===== config.mk =====
export PLATFORM = sky130hd
export DESIGN_NAME = legendre_polynomial_series_core_flat
export DESIGN_NICKNAME = d
export VERILOG_FILES = /design/src/rtl/lps_pkg.sv /design/src/rtl/lps_req_if.sv /design/src/rtl/lps_rsp_if.sv /design/src/rtl/lps_mul.sv /design/src/rtl/legendre_polynomial_series_core.sv /design/src/flat_wrapper.sv
export SDC_FILE = /design/constraint.sdc
export NUM_CORES = 2
export LEC_CHECK = 0
export ABC_AREA = 1
export ABC_CLOCK_PERIOD_IN_PS = 22900
export BUFFER_PORTS_ARGS = -buffer_cell sky130_fd_sc_hd__buf_2
export CAP_MARGIN = 25
export CORE_MARGIN = 1.5
export CORE_UTILIZATION = 40
export CTS_CLUSTER_DIAMETER = 30
export CTS_CLUSTER_SIZE = 24
export DETAILED_ROUTE_END_ITERATION = 16
export REMOVE_ABC_BUFFERS = 1
export SYNTH_ARGS = -nofsm -noshare
export SYNTH_HDL_FRONTEND = slang
export SYNTH_HIERARCHICAL = 1
export SYNTH_SLANG_ARGS = --single-unit

===== constraint.sdc =====
create_clock -name clock -period 22.9 [get_ports clock]
set_input_delay 2.29 -clock clock [delete_from_list [all_inputs] [get_ports clock]]
set_output_delay 2.29 -clock clock [all_outputs]
set_load 0.02 [all_outputs]

===== src/rtl/lps_pkg.sv =====
package lps_pkg;

   localparam int MaxTerms      = 64;
   localparam int FracBits      = 32;
   localparam int XFracBits     = 30;
   localparam int RecipFracBits = 32;

   localparam int XArgW     = 32;
   localparam int CountW    = 7;
   localparam int DegreeW   = 6;
   localparam int ValW      = 44;
   localparam int StepW     = $clog2(MaxTerms + 1);
   localparam int RecipIdxW = $clog2(MaxTerms);

   localparam int MulAW   = 32;
   localparam int MulBW   = 56;
   localparam int MulAccW = MulAW + MulBW + 1;

   localparam logic signed [ValW-1:0] ValMax = {1'b0, {(ValW-1){1'b1}}};
   localparam logic signed [ValW-1:0] ValMin = {1'b1, {(ValW-1){1'b0}}};
   localparam logic signed [ValW-1:0] ValOne =
      {{(ValW-FracBits-1){1'b0}}, 1'b1, {FracBits{1'b0}}};

   typedef enum logic [1:0] {
      MUL_EXACT,
      MUL_Q30,
      MUL_Q32
   } mul_mode_type;

   typedef enum logic [1:0] {
      MP_IDLE,
      MP_LOW,
      MP_HIGH,
      MP_FINAL
   } mul_phase_type;

   typedef struct packed {
      logic                    start;
      logic [MulAW-1:0]        a_mag;
      logic                    a_neg;
      logic signed [MulBW-1:0] b;
      mul_mode_type            mode;
   } mul_req_type;

   typedef struct packed {
      logic                    idle;
      logic                    done;
      logic signed [MulBW-1:0] value;
   } mul_rsp_type;

   typedef enum logic [3:0] {
      ST_IDLE,
      ST_EMIT0,
      ST_EMIT1,
      ST_XP,
      ST_T1,
      ST_T2,
      ST_NUM,
      ST_PN,
      ST_XS,
      ST_T3,
      ST_EMITK
   } seq_state_type;

endpackage


===== src/rtl/lps_req_if.sv =====
interface lps_req_if;
   logic                           valid;
   logic                           ready;
   logic signed [lps_pkg::XArgW-1:0] x_arg;
   logic [lps_pkg::CountW-1:0]       term_count;

   modport source (output valid, x_arg, term_count, input ready);
   modport sink (input valid, x_arg, term_count, output ready);
endinterface


===== src/rtl/lps_rsp_if.sv =====
interface lps_rsp_if;
   logic                            valid;
   logic                            ready;
   logic [lps_pkg::DegreeW-1:0]     degree;
   logic signed [lps_pkg::ValW-1:0] poly_value;
   logic signed [lps_pkg::ValW-1:0] poly_slope;
   logic                            last;

   modport source (output valid, degree, poly_value, poly_slope, last, input ready);
   modport sink (input valid, degree, poly_value, poly_slope, last, output ready);
endinterface


===== src/rtl/lps_mul.sv =====
module lps_mul (
   input  logic                 clock,
   input  logic                 reset,
   input  lps_pkg::mul_req_type mul_req,
   output lps_pkg::mul_rsp_type mul_rsp
);

   lps_pkg::mul_phase_type phase_ff, phase_in;

   logic [lps_pkg::MulAW-1:0]   a_ff;
   logic [lps_pkg::MulBW-1:0]   bmag_ff;
   logic                        neg_ff;
   lps_pkg::mul_mode_type       mode_ff;
   logic [lps_pkg::MulAccW-1:0] acc_ff;

   logic [lps_pkg::MulBW-1:0]     b_mag;
   logic [lps_pkg::MulAW-1:0]     b_part;
   logic [2*lps_pkg::MulAW-1:0]   product;
   logic [lps_pkg::MulAccW-1:0]   mag;
   logic                          big;
   logic signed [lps_pkg::MulBW-1:0] value;

   // next phase
   always_comb begin
      phase_in = phase_ff;
      case (phase_ff)
         lps_pkg::MP_IDLE:  if (mul_req.start) phase_in = lps_pkg::MP_LOW;
         lps_pkg::MP_LOW:   phase_in = lps_pkg::MP_HIGH;
         lps_pkg::MP_HIGH:  phase_in = lps_pkg::MP_FINAL;
         lps_pkg::MP_FINAL: phase_in = lps_pkg::MP_IDLE;
         default:           phase_in = lps_pkg::MP_IDLE;
      endcase
   end

   always_ff @(posedge clock) begin
      if (reset) begin
         phase_ff <= lps_pkg::MP_IDLE;
      end else begin
         phase_ff <= phase_in;
      end
   end

   // operand magnitude and the single 32x32 product
   always_comb begin
      b_mag = mul_req.b[lps_pkg::MulBW-1] ? lps_pkg::MulBW'(-mul_req.b) : mul_req.b;
      if (phase_ff == lps_pkg::MP_LOW) begin
         b_part = bmag_ff[lps_pkg::MulAW-1:0];
      end else begin
         b_part = lps_pkg::MulAW'(bmag_ff[lps_pkg::MulBW-1:lps_pkg::MulAW]);
      end
      product = a_ff * b_part;
   end

   always_ff @(posedge clock) begin
      if (phase_ff == lps_pkg::MP_IDLE && mul_req.start) begin
         a_ff    <= mul_req.a_mag;
         bmag_ff <= b_mag;
         neg_ff  <= mul_req.a_neg ^ mul_req.b[lps_pkg::MulBW-1];
         mode_ff <= mul_req.mode;
      end
      if (phase_ff == lps_pkg::MP_LOW) begin
         acc_ff <= lps_pkg::MulAccW'(product);
      end else if (phase_ff == lps_pkg::MP_HIGH) begin
         acc_ff <= acc_ff + lps_pkg::MulAccW'({product, {lps_pkg::MulAW{1'b0}}});
      end
   end

   // in Q30/Q32 modes round half away from zero on the magnitude and saturate; then sign
   always_comb begin
      case (mode_ff)
         lps_pkg::MUL_Q30:
            mag = (acc_ff + (lps_pkg::MulAccW'(1) << (lps_pkg::XFracBits - 1)))
                  >> lps_pkg::XFracBits;
         lps_pkg::MUL_Q32:
            mag = (acc_ff + (lps_pkg::MulAccW'(1) << (lps_pkg::RecipFracBits - 1)))
                  >> lps_pkg::RecipFracBits;
         default:
            mag = acc_ff;
      endcase
      big = mag > lps_pkg::MulAccW'(lps_pkg::ValMax);
      if (mode_ff != lps_pkg::MUL_EXACT && big) begin
         value = neg_ff ? lps_pkg::MulBW'(lps_pkg::ValMin) : lps_pkg::MulBW'(lps_pkg::ValMax);
      end else if (neg_ff) begin
         value = -$signed(mag[lps_pkg::MulBW-1:0]);
      end else begin
         value = $signed(mag[lps_pkg::MulBW-1:0]);
      end
   end

   always_comb begin
      mul_rsp.idle  = (phase_ff == lps_pkg::MP_IDLE);
      mul_rsp.done  = (phase_ff == lps_pkg::MP_FINAL);
      mul_rsp.value = value;
   end

endmodule


===== src/rtl/legendre_polynomial_series_core.sv =====
// The degree-0 result is registered from the EMIT0 state that follows the input
// transfer, once the output register is free. Degrees 0 and 1 are emitted from
// their own states; every higher degree runs six products on the shared 32x32
// multiplier, plus one subtract and one update step. A zero count gives no
// result. Emission waits while the output register holds an untaken result.
// Ready only while idle. Reset (synchronous) empties the result register and
// returns the sequencer and multiplier to idle.
module legendre_polynomial_series_core (
   input logic       clock,
   input logic       reset,
   lps_req_if.sink   req_ch,
   lps_rsp_if.source rsp_ch
);

   lps_pkg::seq_state_type state_ff, state_in;

   logic signed [lps_pkg::XArgW-1:0] x_ff;
   logic [lps_pkg::MulAW-1:0]        x_mag_ff;
   logic                             x_neg_ff;
   logic [lps_pkg::StepW-1:0]        count_ff, count_in;
   logic [lps_pkg::StepW-1:0]        step_ff;

   logic signed [lps_pkg::ValW-1:0]  pp_ff, pc_ff, sc_ff, xp_ff, pn_ff, xs_ff;
   logic signed [lps_pkg::MulBW-1:0] num_ff, t2_ff, t3_ff;

   logic                             rsp_valid_ff;
   logic [lps_pkg::DegreeW-1:0]      degree_ff;
   logic signed [lps_pkg::ValW-1:0]  value_ff, slope_ff;
   logic                             last_ff;

   lps_pkg::mul_req_type mul_req;
   lps_pkg::mul_rsp_type mul_rsp;

   logic                             accept;
   logic                             out_free;
   logic                             emit;
   logic [lps_pkg::DegreeW-1:0]      emit_degree;
   logic signed [lps_pkg::ValW-1:0]  emit_value, emit_slope;
   logic                             emit_last;
   logic signed [lps_pkg::ValW-1:0]  x_scaled;
   logic signed [lps_pkg::MulBW:0]   slope_sum;
   logic signed [lps_pkg::ValW-1:0]  slope_next;
   logic [lps_pkg::MulAW-1:0]        x_abs;

   logic [lps_pkg::MulAW-1:0] recip_table [lps_pkg::MaxTerms];

   // reciprocal table round(2^32 / k)
   for (genvar k = 0; k < lps_pkg::MaxTerms; k++) begin : g_recip
      if (k < 2) begin : g_unused
         assign recip_table[k] = '0;
      end else begin : g_entry
         localparam longint unsigned RecipNum = (64'd1 << lps_pkg::RecipFracBits) + k / 2;
         localparam longint unsigned RecipVal = RecipNum / k;
         assign recip_table[k] = lps_pkg::MulAW'(RecipVal);
      end
   end

   lps_mul u_mul (
      .clock   (clock),
      .reset   (reset),
      .mul_req (mul_req),
      .mul_rsp (mul_rsp)
   );

   assign accept   = req_ch.valid && req_ch.ready;
   assign out_free = !rsp_valid_ff || rsp_ch.ready;

   always_comb begin
      if (int'(req_ch.term_count) > lps_pkg::MaxTerms) begin
         count_in = lps_pkg::StepW'(lps_pkg::MaxTerms);
      end else begin
         count_in = lps_pkg::StepW'(req_ch.term_count);
      end
      x_abs = req_ch.x_arg[lps_pkg::XArgW-1] ? lps_pkg::MulAW'(-req_ch.x_arg)
                                             : lps_pkg::MulAW'(req_ch.x_arg);
   end

   // next state
   always_comb begin
      state_in = state_ff;
      case (state_ff)
         lps_pkg::ST_IDLE:
            if (accept && count_in != '0) state_in = lps_pkg::ST_EMIT0;
         lps_pkg::ST_EMIT0:
            if (out_free) begin
               state_in = (count_ff == lps_pkg::StepW'(1)) ? lps_pkg::ST_IDLE
                                                           : lps_pkg::ST_EMIT1;
            end
         lps_pkg::ST_EMIT1:
            if (out_free) begin
               state_in = (count_ff == lps_pkg::StepW'(2)) ? lps_pkg::ST_IDLE
                                                           : lps_pkg::ST_XP;
            end
         lps_pkg::ST_XP:  if (mul_rsp.done) state_in = lps_pkg::ST_T1;
         lps_pkg::ST_T1:  if (mul_rsp.done) state_in = lps_pkg::ST_T2;
         lps_pkg::ST_T2:  if (mul_rsp.done) state_in = lps_pkg::ST_NUM;
         lps_pkg::ST_NUM: state_in = lps_pkg::ST_PN;
         lps_pkg::ST_PN:  if (mul_rsp.done) state_in = lps_pkg::ST_XS;
         lps_pkg::ST_XS:  if (mul_rsp.done) state_in = lps_pkg::ST_T3;
         lps_pkg::ST_T3:  if (mul_rsp.done) state_in = lps_pkg::ST_EMITK;
         lps_pkg::ST_EMITK:
            if (out_free) begin
               state_in = (step_ff + lps_pkg::StepW'(2) == count_ff) ? lps_pkg::ST_IDLE
                                                                    : lps_pkg::ST_XP;
            end
         default: state_in = lps_pkg::ST_IDLE;
      endcase
   end

   // outputs: multiplier request and result selection
   always_comb begin
      x_scaled = lps_pkg::ValW'(x_ff) <<< (lps_pkg::FracBits - lps_pkg::XFracBits);
      slope_sum = (lps_pkg::MulBW+1)'(t3_ff) + (lps_pkg::MulBW+1)'(xs_ff);
      if (slope_sum > (lps_pkg::MulBW+1)'(lps_pkg::ValMax)) begin
         slope_next = lps_pkg::ValMax;
      end else if (slope_sum < (lps_pkg::MulBW+1)'(lps_pkg::ValMin)) begin
         slope_next = lps_pkg::ValMin;
      end else begin
         slope_next = lps_pkg::ValW'(slope_sum);
      end

      mul_req.start = 1'b0;
      mul_req.a_mag = x_mag_ff;
      mul_req.a_neg = x_neg_ff;
      mul_req.b     = lps_pkg::MulBW'(pc_ff);
      mul_req.mode  = lps_pkg::MUL_EXACT;
      emit          = 1'b0;
      emit_degree   = lps_pkg::DegreeW'(step_ff + 1'b1);
      emit_value    = pn_ff;
      emit_slope    = slope_next;
      emit_last     = (step_ff + lps_pkg::StepW'(2) == count_ff);

      case (state_ff)
         lps_pkg::ST_EMIT0: begin
            emit        = out_free;
            emit_degree = '0;
            emit_value  = lps_pkg::ValOne;
            emit_slope  = '0;
            emit_last   = (count_ff == lps_pkg::StepW'(1));
         end
         lps_pkg::ST_EMIT1: begin
            emit        = out_free;
            emit_degree = lps_pkg::DegreeW'(1);
            emit_value  = x_scaled;
            emit_slope  = lps_pkg::ValOne;
            emit_last   = (count_ff == lps_pkg::StepW'(2));
         end
         lps_pkg::ST_EMITK: emit = out_free;
         lps_pkg::ST_XP: begin
            mul_req.start = mul_rsp.idle;
            mul_req.mode  = lps_pkg::MUL_Q30;
         end
         lps_pkg::ST_T1: begin
            mul_req.start = mul_rsp.idle;
            mul_req.a_mag = lps_pkg::MulAW'({step_ff, 1'b1});
            mul_req.a_neg = 1'b0;
            mul_req.b     = lps_pkg::MulBW'(xp_ff);
         end
         lps_pkg::ST_T2: begin
            mul_req.start = mul_rsp.idle;
            mul_req.a_mag = lps_pkg::MulAW'(step_ff);
            mul_req.a_neg = 1'b0;
            mul_req.b     = lps_pkg::MulBW'(pp_ff);
         end
         lps_pkg::ST_PN: begin
            mul_req.start = mul_rsp.idle;
            mul_req.a_mag = recip_table[lps_pkg::RecipIdxW'(step_ff + 1'b1)];
            mul_req.a_neg = 1'b0;
            mul_req.b     = num_ff;
            mul_req.mode  = lps_pkg::MUL_Q32;
         end
         lps_pkg::ST_XS: begin
            mul_req.start = mul_rsp.idle;
            mul_req.b     = lps_pkg::MulBW'(sc_ff);
            mul_req.mode  = lps_pkg::MUL_Q30;
         end
         lps_pkg::ST_T3: begin
            mul_req.start = mul_rsp.idle;
            mul_req.a_mag = lps_pkg::MulAW'(step_ff + 1'b1);
            mul_req.a_neg = 1'b0;
         end
         default: ;
      endcase
   end

   always_ff @(posedge clock) begin
      if (reset) begin
         state_ff     <= lps_pkg::ST_IDLE;
         rsp_valid_ff <= 1'b0;
         count_ff     <= '0;
         step_ff      <= '0;
      end else begin
         state_ff <= state_in;
         if (emit) begin
            rsp_valid_ff <= 1'b1;
         end else if (rsp_ch.ready) begin
            rsp_valid_ff <= 1'b0;
         end
         if (accept) begin
            count_ff <= count_in;
         end
         if (state_ff == lps_pkg::ST_EMIT1 && out_free) begin
            step_ff <= lps_pkg::StepW'(1);
         end else if (state_ff == lps_pkg::ST_EMITK && out_free) begin
            step_ff <= step_ff + 1'b1;
         end
      end
   end

   // datapath registers
   always_ff @(posedge clock) begin
      if (accept) begin
         x_ff     <= req_ch.x_arg;
         x_mag_ff <= x_abs;
         x_neg_ff <= req_ch.x_arg[lps_pkg::XArgW-1];
      end
      case (state_ff)
         lps_pkg::ST_EMIT1:
            if (out_free) begin
               pp_ff <= lps_pkg::ValOne;
               pc_ff <= x_scaled;
               sc_ff <= lps_pkg::ValOne;
            end
         lps_pkg::ST_XP:  if (mul_rsp.done) xp_ff <= lps_pkg::ValW'(mul_rsp.value);
         lps_pkg::ST_T1:  if (mul_rsp.done) num_ff <= mul_rsp.value;
         lps_pkg::ST_T2:  if (mul_rsp.done) t2_ff <= mul_rsp.value;
         lps_pkg::ST_NUM: num_ff <= num_ff - t2_ff;
         lps_pkg::ST_PN:  if (mul_rsp.done) pn_ff <= lps_pkg::ValW'(mul_rsp.value);
         lps_pkg::ST_XS:  if (mul_rsp.done) xs_ff <= lps_pkg::ValW'(mul_rsp.value);
         lps_pkg::ST_T3:  if (mul_rsp.done) t3_ff <= mul_rsp.value;
         lps_pkg::ST_EMITK:
            if (out_free) begin
               pp_ff <= pc_ff;
               pc_ff <= pn_ff;
               sc_ff <= slope_next;
            end
         default: ;
      endcase
      if (emit) begin
         degree_ff <= emit_degree;
         value_ff  <= emit_value;
         slope_ff  <= emit_slope;
         last_ff   <= emit_last;
      end
   end

   assign req_ch.ready      = (state_ff == lps_pkg::ST_IDLE);
   assign rsp_ch.valid      = rsp_valid_ff;
   assign rsp_ch.degree     = degree_ff;
   assign rsp_ch.poly_value = value_ff;
   assign rsp_ch.poly_slope = slope_ff;
   assign rsp_ch.last       = last_ff;

endmodule


===== src/flat_wrapper.sv =====
// flat-port wrapper written by rule: the top's interface ports become plain ports
module legendre_polynomial_series_core_flat 
  (clock, reset, req_ch_valid, req_ch_x_arg, req_ch_term_count, req_ch_ready, rsp_ch_valid, rsp_ch_degree, rsp_ch_poly_value, rsp_ch_poly_slope, rsp_ch_last, rsp_ch_ready);
  lps_req_if req_ch_i ();
  lps_rsp_if rsp_ch_i ();
  input logic clock;
  input logic reset;
  input wire logic [$bits(req_ch_i.valid)-1:0] req_ch_valid;
  input wire logic [$bits(req_ch_i.x_arg)-1:0] req_ch_x_arg;
  input wire logic [$bits(req_ch_i.term_count)-1:0] req_ch_term_count;
  output wire logic [$bits(req_ch_i.ready)-1:0] req_ch_ready;
  output wire logic [$bits(rsp_ch_i.valid)-1:0] rsp_ch_valid;
  output wire logic [$bits(rsp_ch_i.degree)-1:0] rsp_ch_degree;
  output wire logic [$bits(rsp_ch_i.poly_value)-1:0] rsp_ch_poly_value;
  output wire logic [$bits(rsp_ch_i.poly_slope)-1:0] rsp_ch_poly_slope;
  output wire logic [$bits(rsp_ch_i.last)-1:0] rsp_ch_last;
  input wire logic [$bits(rsp_ch_i.ready)-1:0] rsp_ch_ready;
  assign req_ch_i.valid = req_ch_valid;
  assign req_ch_i.x_arg = req_ch_x_arg;
  assign req_ch_i.term_count = req_ch_term_count;
  assign req_ch_ready = req_ch_i.ready;
  assign rsp_ch_valid = rsp_ch_i.valid;
  assign rsp_ch_degree = rsp_ch_i.degree;
  assign rsp_ch_poly_value = rsp_ch_i.poly_value;
  assign rsp_ch_poly_slope = rsp_ch_i.poly_slope;
  assign rsp_ch_last = rsp_ch_i.last;
  assign rsp_ch_i.ready = rsp_ch_ready;
  legendre_polynomial_series_core u_core (.clock(clock), .reset(reset), .req_ch(req_ch_i), .rsp_ch(rsp_ch_i));
endmodule

==> metrics.yaml <==
status: "completed"
critPathKind: "flip-flop to flip-flop"
place.gp.congestion: 1.05
rsz0062_at_grt: "no"
crit_path_max_incr_delay_ns: 0.75
yosys.area.top_type: "edfxtp_1"
timing.fmax_mhz: 82.8
min_period_over_period_pct: 52.7
crit_path_top_delay_cell: "inv_1"
grt_overflow: 0
dp_cells: 13700
final_net_count: 12500
cts_buffers: 193
rr_worst_depth: 38
seq_area_frac_synth_pct: 27.0
finClkSkew_ns: 0.0942
core_area_mm2: 0.214
cts_sinks: 791
final_layout_size_suffix_gt1_share_pct: 7.73
antenna_left: 0
final.min_clock_period_ns: 12.08
netlist_instances: 11000
area_growth_pct: 13.1
h-tree-depth: 4
cts_tree: "yes"
synth_edf_count: 745
synth_area_leaders: "edfxtp_1, fa_1, nand2_1"
setup_violations: 0
vias: 79200
slew_headroom_pct: 13.3
yosys.area.top_type_share_pct: 26.0
cts_root_buf: "clkbuf_16"
avgSynthCellArea_um2: 7.86
start_kind: "flip-flop"
initial_core_util_pct: 40.2
end_kind: "flip-flop"
synthArstFlopShare_pct: 0
final_common_cell: "nand2_1"
dr.pass1.iters: 7
slew_violations: 0
dp_hpwl_mm: 297
post_cts_resized: 0
grt_start_max_net_pins: 71
cts_buffer_depth: 3
grt_pass1_wl_mm: 536
synthFlopType: "edfxtp_1"
ys_seq_elements: 791
wl_mm: 370
die_area_mm2: 0.218
grt_pass1_vias: 77700
cpMostUsedCell: "inv_1"
crit_arrival_ns: 12.74
clkLatencyLatePin_ns: 0.87
drtIter0Drc: 9263
portBuffers: 139
rows: 170
die-width_um: 467
multi_input_area_mm2: 0.0537
tightestPinTransition_ns: 1.30
final_hold_viol_count: 0
path_max_fanout: 39
whs_path_depth: 2
yosys_warnings: 6
io_pins: 140
syn_area_mm2: 0.0861
fin_cells: 14100
post-cts-setup-buffers: 0
die_h_um: 467
n_fill_cell: 21200
hp-class: "flip-flop to flip-flop"
required_ns: 23.57
post_drt_wl_per_cell_um: 26.2
drv_cap: 0
tns_ns: 0
antenna_found_initial: 19
dpl_cell_area_mm2: 0.0905
holdWs_ns: 0.525
viasPerCell: 5.61
synth_cell_types: 70
fin_area_mm2: 0.0974
regArea_mm2: 0.0233
final_cell_mix: "nand2_1, inv_1, nor2_1, fa_1, edfxtp_1"
cts_hold_buf: 0
grt_usage_pct: 33.7
clk_pin_slew_ns: 0.04
drc: 0
[layout make-up]
cell class	count	share of cell area, %
repair buffers	307	2.23
clock inverters	136	1.80
well taps	2838	3.65
flip-flops and latches	791	23.9
multi-input cells	7709	55.1
diodes	7	0.0180
inverters	2093	8.08
clock buffers	226	5.17
[stage by stage]
step	setup slack, ns	util, %
floorplan	9.43	-
global placement	10.57	42.1
detailed placement	11.05	42.2
CTS	10.99	45.4
global route	10.13	45.4
finish	10.82	45.4
[cell usage after synthesis, drive strengths merged (56+ instances only)]
| library cell | n |
|---|---|
| nand4 | 94 |
| o21ai | 525 |
| nand3 | 489 |
| nor2 | 1400 |
| or2 | 88 |
| fa | 899 |
| nand2 | 2499 |
| nor3 | 67 |
| a31oi | 94 |
| a21oi | 466 |
| edfxtp | 745 |
| ha | 468 |
| xnor2 | 95 |
| a221oi | 56 |
| clkbuf | 306 |
| xor2 | 185 |
| inv | 2063 |
[registers in the layout, indices dropped and copies added (netlist names), 56 cells and up]
register,flops
u_core/t2_ff,56
u_core/u_mul/acc_ff,89
u_core/num_ff,56
u_core/t3_ff,56
u_core/u_mul/bmag_ff,56
[cells by family after synthesis]
family                     Yosys count  synth area share, %
AOI/OAI and AO/OA                 1373                 9.29
xor gates and xnor gates           280                 2.86
adders and majority gates         1367                 27.7
buffers and inverters             2453                 10.8
DFF                                791                 27.0
and+or+nand+nor                   4689                 22.3
[metal layers]
layer / up-vias / wire (µm) / share of wire, % / GRT usage [%]
li1: 34900 / - / - / -
met1: 39200 / 160000 / 43 / 48.7
met2: 4441 / 153000 / 41 / 48.4
met3: 638 / 42800 / 12 / 9.11
met4: 8 / 13300 / 3.6 / 11.4
met5: - / 50 / 0.014 / 0
[worst max-delay path, delay by kind of cell, from the launching register on]
family,cells,cell delay (ns)
fa+ha+maj,11,5.43
buf+inv,11,2.12
simple gates,8,1.67
compound gates,7,1.61
xor+xnor,1,0.69
flops,1,0.33
[path summary, 6_finish.rpt]
check | startpoint | endpoint | slack [ns]
setup reg to reg | u_core/u_mul/phase_ff[1]$_SDFFE_PP0P_ | u_core/u_mul/acc_ff[85]$_SDFFE_PP0P_ | 10.82
setup / recovery | u_core/u_mul/phase_ff[1]$_SDFFE_PP0P_ | u_core/u_mul/acc_ff[85]$_SDFFE_PP0P_ | 10.82
hold / removal | u_core/state_ff[2]$_SDFFE_PP0P_ | u_core/state_ff[2]$_SDFFE_PP0P_ | 0.52
hold reg to reg | u_core/state_ff[2]$_SDFFE_PP0P_ | u_core/state_ff[2]$_SDFFE_PP0P_ | 0.52
Power is not shown: default switching activity piles up to over one toggle a cycle in this logic, so the estimate is an artifact.
